### src/hdl/ntscan_pkg.sv
// Package: widths, codes, character classes and result type for the numeric token scanner.
`timescale 1ns / 1ps

package ntscan_pkg;

  // Offsets and lengths count modulo MaxLen
  localparam int unsigned MaxLen = 4096;
  localparam int unsigned PosW   = $clog2(MaxLen);
  localparam int unsigned ChW    = 8;

  // Result queue geometry
  localparam int unsigned ResqDepth = 4;
  localparam int unsigned ResqPtrW  = $clog2(ResqDepth);
  localparam int unsigned ResqCntW  = $clog2(ResqDepth + 1);

  // Characters of interest
  localparam logic [ChW-1:0] ChPlus  = 8'h2B;
  localparam logic [ChW-1:0] ChMinus = 8'h2D;
  localparam logic [ChW-1:0] ChZero  = 8'h30;
  localparam logic [ChW-1:0] ChNine  = 8'h39;
  localparam logic [ChW-1:0] ChSpace = 8'h20;
  localparam logic [ChW-1:0] ChTab   = 8'h09;
  localparam logic [ChW-1:0] ChComma = 8'h2C;
  localparam logic [ChW-1:0] ChSemi  = 8'h3B;
  localparam logic [ChW-1:0] ChDot   = 8'h2E;
  localparam logic [ChW-1:0] ChExpLo = 8'h65;
  localparam logic [ChW-1:0] ChExpUp = 8'h45;

  // Result kinds
  typedef enum logic [1:0] {
    KindValue = 2'd0,
    KindStop  = 2'd1,
    KindEnd   = 2'd2
  } kind_e;

  // Scan state, one-hot
  typedef enum logic [8:0] {
    ModeSearch  = 9'b0_0000_0001,
    ModeSign    = 9'b0_0000_0010,
    ModeInt     = 9'b0_0000_0100,
    ModeSep     = 9'b0_0000_1000,
    ModeFrac    = 9'b0_0001_0000,
    ModeExp     = 9'b0_0010_0000,
    ModeExpSign = 9'b0_0100_0000,
    ModeExpDig  = 9'b0_1000_0000,
    ModeStopped = 9'b1_0000_0000
  } mode_e;

  // One result item
  typedef struct packed {
    kind_e           kind;
    logic [PosW-1:0] token_start;
    logic [PosW-1:0] token_length;
    logic            final_res;
  } res_t;

  // Results produced by one byte transfer
  typedef struct packed {
    logic [1:0]       count;
    res_t [1:0]       data;
  } push_t;

  function automatic logic is_digit(input logic [ChW-1:0] c);
    return (c >= ChZero) && (c <= ChNine);
  endfunction

  function automatic logic is_sign(input logic [ChW-1:0] c);
    return (c == ChPlus) || (c == ChMinus);
  endfunction

  function automatic logic is_sep(input logic [ChW-1:0] c);
    return (c == ChSpace) || (c == ChTab) || (c == ChComma) || (c == ChSemi);
  endfunction

  function automatic logic is_dec(input logic [ChW-1:0] c);
    return (c == ChComma) || (c == ChDot);
  endfunction

  function automatic logic is_exp(input logic [ChW-1:0] c);
    return (c == ChExpLo) || (c == ChExpUp);
  endfunction

endpackage

### src/hdl/ntscan_if.sv
// Interfaces: byte input channel and result output channel with valid/ready handshake.
`timescale 1ns / 1ps

interface ntscan_in_if;
  import ntscan_pkg::*;

  logic           valid;
  logic           ready;
  logic [ChW-1:0] ch;
  logic           last;

  modport source (output valid, output ch, output last, input ready);
  modport sink   (input valid, input ch, input last, output ready);
endinterface

interface ntscan_out_if;
  import ntscan_pkg::*;

  logic            valid;
  logic            ready;
  logic [1:0]      kind;
  logic [PosW-1:0] token_start;
  logic [PosW-1:0] token_length;
  logic            final_res;

  modport source (output valid, output kind, output token_start, output token_length,
                  output final_res, input ready);
  modport sink   (input valid, input kind, input token_start, input token_length,
                  input final_res, output ready);
endinterface

### src/hdl/ntscan_resq.sv
// Result queue: takes up to two results per cycle and hands them out one per transfer.
`timescale 1ns / 1ps

module ntscan_resq (
  input  logic                      clk_i,
  input  logic                      rst_ni,
  input  ntscan_pkg::push_t         push_i,
  output logic                      room2_o,
  ntscan_out_if.source              out_o
);
  import ntscan_pkg::*;

  res_t                entry_q [ResqDepth];
  logic [ResqPtrW-1:0] wr_ptr_q, wr_ptr_d;
  logic [ResqPtrW-1:0] rd_ptr_q, rd_ptr_d;
  logic [ResqCntW-1:0] cnt_q, cnt_d;
  logic [ResqPtrW-1:0] wr_ptr_p1;
  logic                pop;
  res_t                head;

  assign pop       = out_o.valid && out_o.ready;
  assign wr_ptr_p1 = wr_ptr_q + ResqPtrW'(1);
  assign room2_o   = cnt_q <= ResqCntW'(ResqDepth - 2);

  // Advance pointers and occupancy
  always_comb begin
    wr_ptr_d = wr_ptr_q + ResqPtrW'(push_i.count);
    rd_ptr_d = pop ? rd_ptr_q + ResqPtrW'(1) : rd_ptr_q;
    cnt_d    = cnt_q + ResqCntW'(push_i.count) - ResqCntW'(pop);
  end

  always_ff @(posedge clk_i or negedge rst_ni) begin
    if (!rst_ni) begin
      wr_ptr_q <= '0;
      rd_ptr_q <= '0;
      cnt_q    <= '0;
    end else begin
      wr_ptr_q <= wr_ptr_d;
      rd_ptr_q <= rd_ptr_d;
      cnt_q    <= cnt_d;
    end
  end

  // Store the results of this cycle in order
  always_ff @(posedge clk_i) begin
    if (push_i.count != 2'd0) begin
      entry_q[wr_ptr_q] <= push_i.data[0];
    end
    if (push_i.count == 2'd2) begin
      entry_q[wr_ptr_p1] <= push_i.data[1];
    end
  end

  // Present the oldest result
  assign head               = entry_q[rd_ptr_q];
  assign out_o.valid        = cnt_q != '0;
  assign out_o.kind         = head.kind;
  assign out_o.token_start  = head.token_start;
  assign out_o.token_length = head.token_length;
  assign out_o.final_res    = head.final_res;

endmodule

### src/hdl/numeric_token_scanner_core.sv
// Top level: numeric token scanner, byte classification state machine and result queue.
// A result is registered in the result queue by the byte transfer that causes it.
// Throughput: one byte per cycle while the result queue has room for two more results;
// results leave at one per cycle while the output is ready, one result per transfer.
// Reset (rst_ni low, asynchronous): scan state returns to searching at offset zero with the
// first byte treated as a start point, and the result queue empties.
`timescale 1ns / 1ps

module numeric_token_scanner_core (
  input  logic         clk_i,
  input  logic         rst_ni,
  ntscan_in_if.sink    in_i,
  ntscan_out_if.source out_o
);
  import ntscan_pkg::*;

  mode_e           mode_q, mode_d;
  logic [PosW-1:0] pos_q, pos_d;
  logic [PosW-1:0] vstart_q, vstart_d;
  logic [PosW-1:0] cend_q, cend_d;
  logic            prev_sep_q, prev_sep_d;
  logic            resume_q, resume_d;

  logic            room2;
  logic            take;
  push_t           push;

  assign in_i.ready = room2;
  assign take       = in_i.valid && in_i.ready;

  // Classify the byte and work out next state and results
  always_comb begin
    logic [ChW-1:0]  c;
    logic [PosW-1:0] pos_p1;
    logic            dig;
    logic            do_search;
    logic            srch_resume;
    logic            early_tok;
    logic            early_stop;
    logic            late_b;
    logic            late_c;
    mode_e           mode_n;
    logic [PosW-1:0] vstart_n;
    logic [PosW-1:0] cend_n;
    res_t            ra;
    res_t            rb;
    res_t            rc;

    c           = in_i.ch;
    pos_p1      = pos_q + PosW'(1);
    dig         = is_digit(c);
    do_search   = 1'b0;
    srch_resume = 1'b0;
    early_tok   = 1'b0;
    early_stop  = 1'b0;
    mode_n      = mode_q;
    vstart_n    = vstart_q;
    cend_n      = cend_q;

    unique case (mode_q)
      ModeSearch: begin
        do_search   = 1'b1;
        srch_resume = resume_q;
      end
      ModeSign: begin
        if (dig) begin
          mode_n = ModeInt;
          cend_n = pos_p1;
        end else begin
          early_stop = 1'b1;
          mode_n     = ModeStopped;
        end
      end
      ModeInt: begin
        if (dig) begin
          cend_n = pos_p1;
        end else if (is_dec(c)) begin
          mode_n = ModeSep;
        end else begin
          early_tok   = 1'b1;
          do_search   = 1'b1;
          srch_resume = 1'b1;
        end
      end
      ModeSep: begin
        if (dig) begin
          mode_n = ModeFrac;
          cend_n = pos_p1;
        end else begin
          early_tok = 1'b1;
          do_search = 1'b1;
        end
      end
      ModeFrac: begin
        if (dig) begin
          cend_n = pos_p1;
        end else if (is_exp(c)) begin
          mode_n = ModeExp;
        end else begin
          early_tok   = 1'b1;
          do_search   = 1'b1;
          srch_resume = 1'b1;
        end
      end
      ModeExp: begin
        if (is_sign(c)) begin
          mode_n = ModeExpSign;
        end else if (dig) begin
          mode_n = ModeExpDig;
          cend_n = pos_p1;
        end else begin
          early_tok = 1'b1;
          do_search = 1'b1;
        end
      end
      ModeExpSign: begin
        if (dig) begin
          mode_n = ModeExpDig;
          cend_n = pos_p1;
        end else begin
          early_tok = 1'b1;
          do_search = 1'b1;
        end
      end
      ModeExpDig: begin
        if (dig) begin
          cend_n = pos_p1;
        end else begin
          early_tok   = 1'b1;
          do_search   = 1'b1;
          srch_resume = 1'b1;
        end
      end
      ModeStopped: begin
        mode_n = ModeStopped;
      end
      default: begin
        mode_n = ModeStopped;
      end
    endcase

    // Decide whether this byte opens a new value
    if (do_search) begin
      mode_n = ModeSearch;
      if ((is_sign(c) || dig) && (srch_resume || prev_sep_q)) begin
        vstart_n = pos_q;
        if (dig) begin
          mode_n = ModeInt;
          cend_n = pos_p1;
        end else begin
          mode_n = ModeSign;
        end
      end
    end

    // Value closed by this byte, or a stop result, measured before the new start
    ra.kind         = early_stop ? KindStop : KindValue;
    ra.token_start  = early_stop ? '0 : vstart_q;
    ra.token_length = early_stop ? '0 : cend_q - vstart_q;
    ra.final_res    = early_stop;

    // End of string handling
    late_b          = 1'b0;
    late_c          = 1'b0;
    rb.kind         = KindEnd;
    rb.token_start  = '0;
    rb.token_length = '0;
    rb.final_res    = 1'b1;
    rc.kind         = KindEnd;
    rc.token_start  = '0;
    rc.token_length = '0;
    rc.final_res    = 1'b1;
    if (in_i.last) begin
      priority if (mode_n == ModeSearch) begin
        late_b = 1'b1;
      end else if (mode_n == ModeSign) begin
        late_b  = 1'b1;
        rb.kind = KindStop;
      end else if (mode_n != ModeStopped) begin
        late_b          = 1'b1;
        late_c          = 1'b1;
        rb.kind         = KindValue;
        rb.token_start  = vstart_n;
        rb.token_length = cend_n - vstart_n;
        rb.final_res    = 1'b0;
      end else begin
        late_b = 1'b0;
      end
    end

    // Pack the results in order
    push.count   = take ? (2'(early_tok || early_stop) + 2'(late_b) + 2'(late_c)) : 2'd0;
    push.data[0] = (early_tok || early_stop) ? ra : rb;
    push.data[1] = (early_tok || early_stop) ? rb : rc;

    // Next state; the last byte returns everything to reset values
    if (in_i.last) begin
      mode_d     = ModeSearch;
      pos_d      = '0;
      vstart_d   = '0;
      cend_d     = '0;
      prev_sep_d = 1'b0;
      resume_d   = 1'b1;
    end else begin
      mode_d     = mode_n;
      pos_d      = pos_p1;
      vstart_d   = vstart_n;
      cend_d     = cend_n;
      prev_sep_d = is_sep(c);
      resume_d   = 1'b0;
    end
  end

  // Hold scan state between transfers
  always_ff @(posedge clk_i or negedge rst_ni) begin
    if (!rst_ni) begin
      mode_q     <= ModeSearch;
      pos_q      <= '0;
      vstart_q   <= '0;
      cend_q     <= '0;
      prev_sep_q <= 1'b0;
      resume_q   <= 1'b1;
    end else if (take) begin
      mode_q     <= mode_d;
      pos_q      <= pos_d;
      vstart_q   <= vstart_d;
      cend_q     <= cend_d;
      prev_sep_q <= prev_sep_d;
      resume_q   <= resume_d;
    end
  end

  ntscan_resq u_resq (
    .clk_i   (clk_i),
    .rst_ni  (rst_ni),
    .push_i  (push),
    .room2_o (room2),
    .out_o   (out_o)
  );

endmodule

### src/flat_wrapper.sv
// flat-port wrapper written by rule: the top's interface ports become plain ports
module numeric_token_scanner_core_flat import ntscan_pkg::*;
  (clk_i, rst_ni, in_i_valid, in_i_ch, in_i_last, in_i_ready, out_o_valid, out_o_kind, out_o_token_start, out_o_token_length, out_o_final_res, out_o_ready);
  ntscan_in_if in_i_i ();
  ntscan_out_if out_o_i ();
  input  logic clk_i;
  input  logic rst_ni;
  input wire logic [$bits(in_i_i.valid)-1:0] in_i_valid;
  input wire logic [$bits(in_i_i.ch)-1:0] in_i_ch;
  input wire logic [$bits(in_i_i.last)-1:0] in_i_last;
  output wire logic [$bits(in_i_i.ready)-1:0] in_i_ready;
  output wire logic [$bits(out_o_i.valid)-1:0] out_o_valid;
  output wire logic [$bits(out_o_i.kind)-1:0] out_o_kind;
  output wire logic [$bits(out_o_i.token_start)-1:0] out_o_token_start;
  output wire logic [$bits(out_o_i.token_length)-1:0] out_o_token_length;
  output wire logic [$bits(out_o_i.final_res)-1:0] out_o_final_res;
  input wire logic [$bits(out_o_i.ready)-1:0] out_o_ready;
  assign in_i_i.valid = in_i_valid;
  assign in_i_i.ch = in_i_ch;
  assign in_i_i.last = in_i_last;
  assign in_i_ready = in_i_i.ready;
  assign out_o_valid = out_o_i.valid;
  assign out_o_kind = out_o_i.kind;
  assign out_o_token_start = out_o_i.token_start;
  assign out_o_token_length = out_o_i.token_length;
  assign out_o_final_res = out_o_i.final_res;
  assign out_o_i.ready = out_o_ready;
  numeric_token_scanner_core u_core (.clk_i(clk_i), .rst_ni(rst_ni), .in_i(in_i_i), .out_o(out_o_i));
endmodule
### config.mk
export PLATFORM = sky130hd
export DESIGN_NAME = numeric_token_scanner_core_flat
export DESIGN_NICKNAME = d
export VERILOG_FILES = /design/src/hdl/ntscan_pkg.sv /design/src/hdl/ntscan_if.sv /design/src/hdl/ntscan_resq.sv /design/src/hdl/numeric_token_scanner_core.sv /design/src/flat_wrapper.sv
export SDC_FILE = /design/constraint.sdc
export NUM_CORES = 1
export LEC_CHECK = 0
export BUFFER_PORTS_ARGS = -buffer_cell sky130_fd_sc_hd__buf_2
export CAP_MARGIN = 25
export CORE_MARGIN = 10
export CORE_UTILIZATION = 45
export CTS_BUF_LIST = sky130_fd_sc_hd__clkbuf_16
export DETAILED_ROUTE_END_ITERATION = 8
export PLACE_DENSITY = 0.68
export SLEW_MARGIN = 20
export SYNTH_ARGS = -nofsm -noshare
export SYNTH_HDL_FRONTEND = slang
export SYNTH_SLANG_ARGS = --single-unit
### constraint.sdc
create_clock -name clk_i -period 7 [get_ports clk_i]
set_clock_uncertainty 0.05 [all_clocks]
set_input_delay 1.05 -clock clk_i [delete_from_list [all_inputs] [get_ports clk_i]]
set_output_delay 1.05 -clock clk_i [all_outputs]
set_load 0.01 [all_outputs]
### After elaboration in Yosys (flattened, before gate mapping)

Memory sizes are Yosys's and may differ from the RTL's.
Cells that the tools add are included.

| operators by class | value |
|---|---|
| reductions and logical operators | 18 |
| $lt $le $gt $ge | 3 |
| $add $sub $neg | 10 |
| equal/unequal tests | 21 |
| muxes and demuxes | 58 |

Operators by type and width:

| cell | number |
|---|---|
| $mux W12 | 12 |
| $mux W27 | 5 |
| $mux W9 | 11 |
| $pmux W9 S7 | 1 |
| $eq A8 B6 Y1 const B | 6 |
| $mux W25 | 1 |
| $pmux W12 S2 | 1 |
| $sub A12 B12 Y12 | 2 |
| $mux W1 | 21 |
| $eq A9 B1 Y1 const B | 2 |
| $eq A9 B2 Y1 const B | 2 |
| $eq A8 B7 Y1 const B | 2 |
| $add A12 B1 Y12 const B | 1 |
| $eq A9 B3 Y1 const B | 1 |
| $eq A9 B4 Y1 const B | 1 |
| $eq A9 B5 Y1 const B | 1 |
| $eq A9 B6 Y1 const B | 1 |
| $eq A9 B7 Y1 const B | 1 |
| $eq A9 B8 Y1 const B | 1 |
| $logic_or A1 B1 Y1 | 9 |
| $ne A9 B9 Y1 const B | 1 |
| $eq A8 B4 Y1 const B | 1 |
| $ge A8 B6 Y1 const B | 1 |
| $le A8 B6 Y1 const B | 1 |
| 18 further kinds | 24 |

| storage, ports and cells | value |
|---|---|
| memory bits (writable) | 108 |
| bits in registers | 54 |
| output and inout bits | 29 |
| input port bits | 13 |
| word-level logic and storage cells | 120 |
| memories kept | 1 |

Memories:

| memory | depth | bits a word | read ports | clocked after memory_dff | wr ports | RTL line | RTL |
|---|---|---|---|---|---|---|---|
| u_core.u_resq.entry_q | 4 | 27 | 1 | 0 | 2 | ntscan_resq.sv:13 | `res_t entry_q [ResqDepth];` |

### Logic depth before layout (Yosys ltp)

| logic depth | value |
|---|---|
| depth after elaboration | 20 |
| mapped depth | 19 |
| mapped depth without buffers | 17 |

### Cells and area by module

Synthesis repeated with hierarchy kept, for this count alone.

| second synthesis, totals | value |
|---|---|
| cell total of the unflattened synthesis | 870 |
| area total of the unflattened synthesis | 9930.8 um2 |

Modules (own cells, without submodules):

| module | cells an instance | area an instance (um2) | times used |
|---|---|---|---|
| ntscan_resq | 301 | 5632.9 | 1 |
| numeric_token_scanner_core | 569 | 4297.9 | 1 |

### Least setup slack after synthesis

OpenSTA, ideal clock, no wires.

| timing | value |
|---|---|
| path type | input -> register |
| from | input in_i_ch[7] |
| to | memory u_core.u_resq.entry_q[1][0] (netlist bit), enable pin |
| arrival | 5208 ps |
| stages on the path | 9 |
| setup slack | 1297 ps |
| cell sequence | nor3b_1 and4_1 o21ai_1 o21a_2 o41ai_4 inv_2 fa_1 o21ai_0 nor3_1 |

RTL lines:

| element | RTL line | RTL |
|---|---|---|
| start: declaration | flat_wrapper.sv:9 | `input wire logic [$bits(in_i_i.ch)-1:0] in_i_ch;` |
| end: declaration | ntscan_resq.sv:13 |  |

==> summary.md <==
| Metric | Value |
|---|---|
| Status | completed |
| Overall routed net length | 23300 um |
| Fin. Hold Viols | 0 |
| Post-Synth XOR/XNOR Area | 3.35% |
| First DRT Iteration DRCs | 556 |
| RSZ-0062 raised after global routing | no |
| Clock-pin slew on the worst setup and hold paths | 0.06 ns |
| Hold path depth | 1 |
| Mapped Nets | 925 |
| Seq/Total Area, Yosys | 48.8% |
| Die height | 165 um |
| Post-Route Setup TNS | 0 ns |
| Main flop type after synthesis | edfxtp_1 |
| Worst Path Max Fanout | 20 |
| HP Class | reg2reg |
| Post-DP HPWL | 16200 um |
| Num ports | 42 |
| Port buffer count | 41 |
| Post-CTS setup buffers | 0 |
| Clk_lat worst skew | 0.43 ns |
| R2r worst-path depth | 15 |
| Library cells used by synthesis | 70 |
| FF-to-FF End | u_core.u_resq.entry_q[3][12] |
| Residual DRC | 0 |
| Inserted Clock Buffers | 17 |
| Post-synth EDFFs | 108 |
| Vias per cell | 6.03 |
| Routed via count | 7089 |
| Commonest non-fill, non-tap cell in the layout | edfxtp_1 |
| Die ar. | 0.0271 sq mm |
| Crit Path Class | in2reg |
| Pwr per Cell Area | 327 mW/mm^2 |
| Slew margin rel. | 30.1% |
| Final setup fails | 0 |
| Critical Path End | u_core.u_resq.entry_q[3][12] |
| Worst flop-to-flop path startpoint | u_core.mode_q[3] |
| Area Overhead vs Synth | 10.7% |
| Vias in the first global route | 6823 |
| P_leak | 4.01 nW |
| CP Capture Type | flop |
| VDD IR-drop max | 0.178 mV |
| Simple-Gate Fraction of Synth Area | 14.5% |
| Compound-Gate Fraction of Synth Area | 17.5% |
| GPL Wtd Cong | 0.897 |
| CORE AREA | 0.0204 sq mm |
| Hold_buf cts | 0 |
| DRT antenna net count | 0 |
| Post-Synth Adder-Cell Area | 4.57% |
| Drt wl/cell | 19.8 um |
| FP Rows | 52 |
| Slew @ Worst Pin | 1.04 ns |
| Max-slew violation count | 0 |
| CP startpoint | in_i_ch[0] |
| Fmax | 0.175 GHz |
| Post-route minimum period | 5.72 ns |
| Syn Area/Cell | 10.7 sq um |
| Mux cell area share after synthesis | 7.58% |
| Arr. time, crit path | 5.82 ns |
| Die W | 165 um |
| R2R Setup Slk | 1.53 ns |
| Initial Util | 46.1% |
| Largest net degree at the start of global routing | 55 |
| Share of layout cells above drive strength 1 | 15.3% |
| CTS tree | yes |
| Warnings, synthesis | 0 |
| CTS resizes | 0 |
| H-Tree Depth | 4 |
| Synthesized area | 0.00943 sq mm |
| Max cap viols | 0 |
| Hold WS | 0.464 ns |
| Total grt overflow | 0 |
| Cells after synthesis | 880 |
| # diodes | 0 |
| Synthesis-stage register bit count | 162 |
| First-pass GRT wire length | 37900 um |
| Total track usage | 17.7% |
| Period utilisation layout | 81.7% |
| Iteration count of the initial detailed-routing pass | 5 |
| WP data required | 7.10 ns |
| Fin nets | 938 |
| # clock sinks | 162 |
| Clk root buf | clkbuf_16 |
| Startpoint Class | primary input |
| Initial antenna violation count | 0 |
| Largest family of logic cells by synthesized area | compound AO/OA/AOI/OAI gates |
| Async SR Flop Fraction | 33.3% |
| Clock Path Buffers | 2 |
| Commonest non-fill, non-tap cells in the layout | edfxtp_1, nor2_1, nand2_1, a22o_1 |
==> stage by stage <==
| stage | total power, W | setup WS, ns | instance area, sq um | util [%] | cells |
|---|---|---|---|---|---|
| 2_1_floorplan | 0.00217 | 1.30 | 9430 | - | 880 |
| 3_3_place_gp | 0.00251 | 1.04 | 9830 | 48.1 | 1139 |
| 3_5_place_dp | 0.00253 | 0.974 | 9850 | 48.2 | 1142 |
| 4_1_cts | 0.00342 | 1.40 | 10400 | 50.9 | 1174 |
| 5_1_grt | 0.00362 | 0.875 | 10400 | 51.1 | 1176 |
| 6_report | 0.00341 | 1.28 | 10400 | 51.1 | 1176 |
==> worst min-delay path by stage <==
stage | end | from | slack, ns
final | u_core.u_resq.cnt_q[2] | u_core.u_resq.cnt_q[2] | 0.46
after global routing | u_core.u_resq.cnt_q[0] | u_core.u_resq.cnt_q[0] | 0.49
after CTS | u_core.u_resq.cnt_q[2] | u_core.u_resq.cnt_q[2] | 0.47
after detailed placement | u_core.u_resq.cnt_q[0] | u_core.u_resq.cnt_q[0] | 0.45
after global placement | u_core.resume_q | u_core.resume_q | 0.44
after floorplan | u_core.u_resq.cnt_q[2] | u_core.u_resq.cnt_q[2] | 0.41
==> Yosys cell counts (3+ instances only) <==
cell type / n / area, sq um
a211o_1: 3 / 26.3
a211oi_1: 6 / 45.0
a21o_1: 3 / 22.5
a21oi_1: 50 / 250
a22o_1: 61 / 534
a22oi_1: 10 / 75.1
a31oi_1: 3 / 18.8
and2_1: 6 / 37.5
and3_1: 7 / 43.8
buf_1: 5 / 18.8
buf_2: 13 / 65.1
clkbuf_1: 44 / 165
dfrtp_1: 52 / 1300
edfxtp_1: 108 / 3240
fa_1: 4 / 80.1
ha_1: 28 / 350
inv_1: 27 / 101
mux2_2: 5 / 56.3
mux2i_1: 5 / 50.1
mux4_2: 27 / 608
nand2_1: 67 / 251
nand2b_1: 8 / 50.1
nand3_1: 14 / 70.1
nand4_1: 9 / 56.3
nor2_1: 104 / 390
nor2b_1: 8 / 50.1
nor3_1: 24 / 120
nor4_1: 5 / 31.3
nor4b_1: 3 / 26.3
o211ai_1: 6 / 45.0
o21a_1: 5 / 37.5
o21ai_0: 51 / 255
o22ai_1: 10 / 62.6
o31ai_1: 3 / 22.5
o41ai_1: 4 / 35.0
or2_2: 3 / 18.8
or3_1: 10 / 62.6
or4_1: 8 / 60.1
xnor2_1: 23 / 201
xor2_1: 13 / 114
==> layout make-up <==
cell class                      count  area, sq um
Inverter                           29          109
Sequential cell                   162         4600
Tap cell                          270          338
Fill cell                        1818        10000
Multi-Input combinational cell    627         4490
Timing Repair Buffer               56          344
Clock inverter                     15          130
Clock buffer                       17          425
==> critical path: stages <==
cell       delay [ns]
buf_2            0.13
nor4b_4          0.35
a2111oi_2        0.14
a31o_2           0.30
a211oi_2         0.69
inv_1            0.50
nor2_1           0.26
a21oi_1          0.07
ha_1             0.36
o21a_1           0.15
o21ai_0          0.17
a2111oi_0        0.69
nor2_1           0.12
a21oi_1          0.54
or4_1            0.21
o211ai_1         0.08
==> layer usage <==
metal	vias to the layer above	track usage, %	part of all wire, %
met5	-	0	0
met4	0	5.96	1.4
met3	26	2.76	6.4
met2	234	28.3	46
met1	3482	24.2	46
li1	3347	-	-
==> registers in the layout, summed over array words and instances (netlist names) <==
signal                  flops
u_core.pos_q               12
u_core.u_resq.entry_q     108
u_core.cend_q              12
u_core.u_resq.cnt_q         3
u_core.u_resq.wr_ptr_q      2
u_core.prev_sep_q           1
u_core.u_resq.rd_ptr_q      2
u_core.mode_q               9
u_core.resume_q             1
u_core.vstart_q            12
==> power breakdown <==
group	total, W	leakage, nW	internal [W]	switching [W]
combinational	0.00118	2.08	0.000527	0.000652
sequential	0.00134	1.66	0.00116	0.000179
clock	0.000891	0.276	0.000492	0.000399
==> cells by family (layout without fill, tap and decap cells) <==
| family | count (synthesis) | after routing |
|---|---|---|
| flops | 162 | 162 |
| xor+xnor | 36 | 36 |
| compound gates | 237 | 237 |
| simple gates | 285 | 285 |
| buf+inv | 91 | 117 |
| mux | 37 | 37 |
| fa+ha+maj | 32 | 32 |
Power figures use the tool's default switching activity.
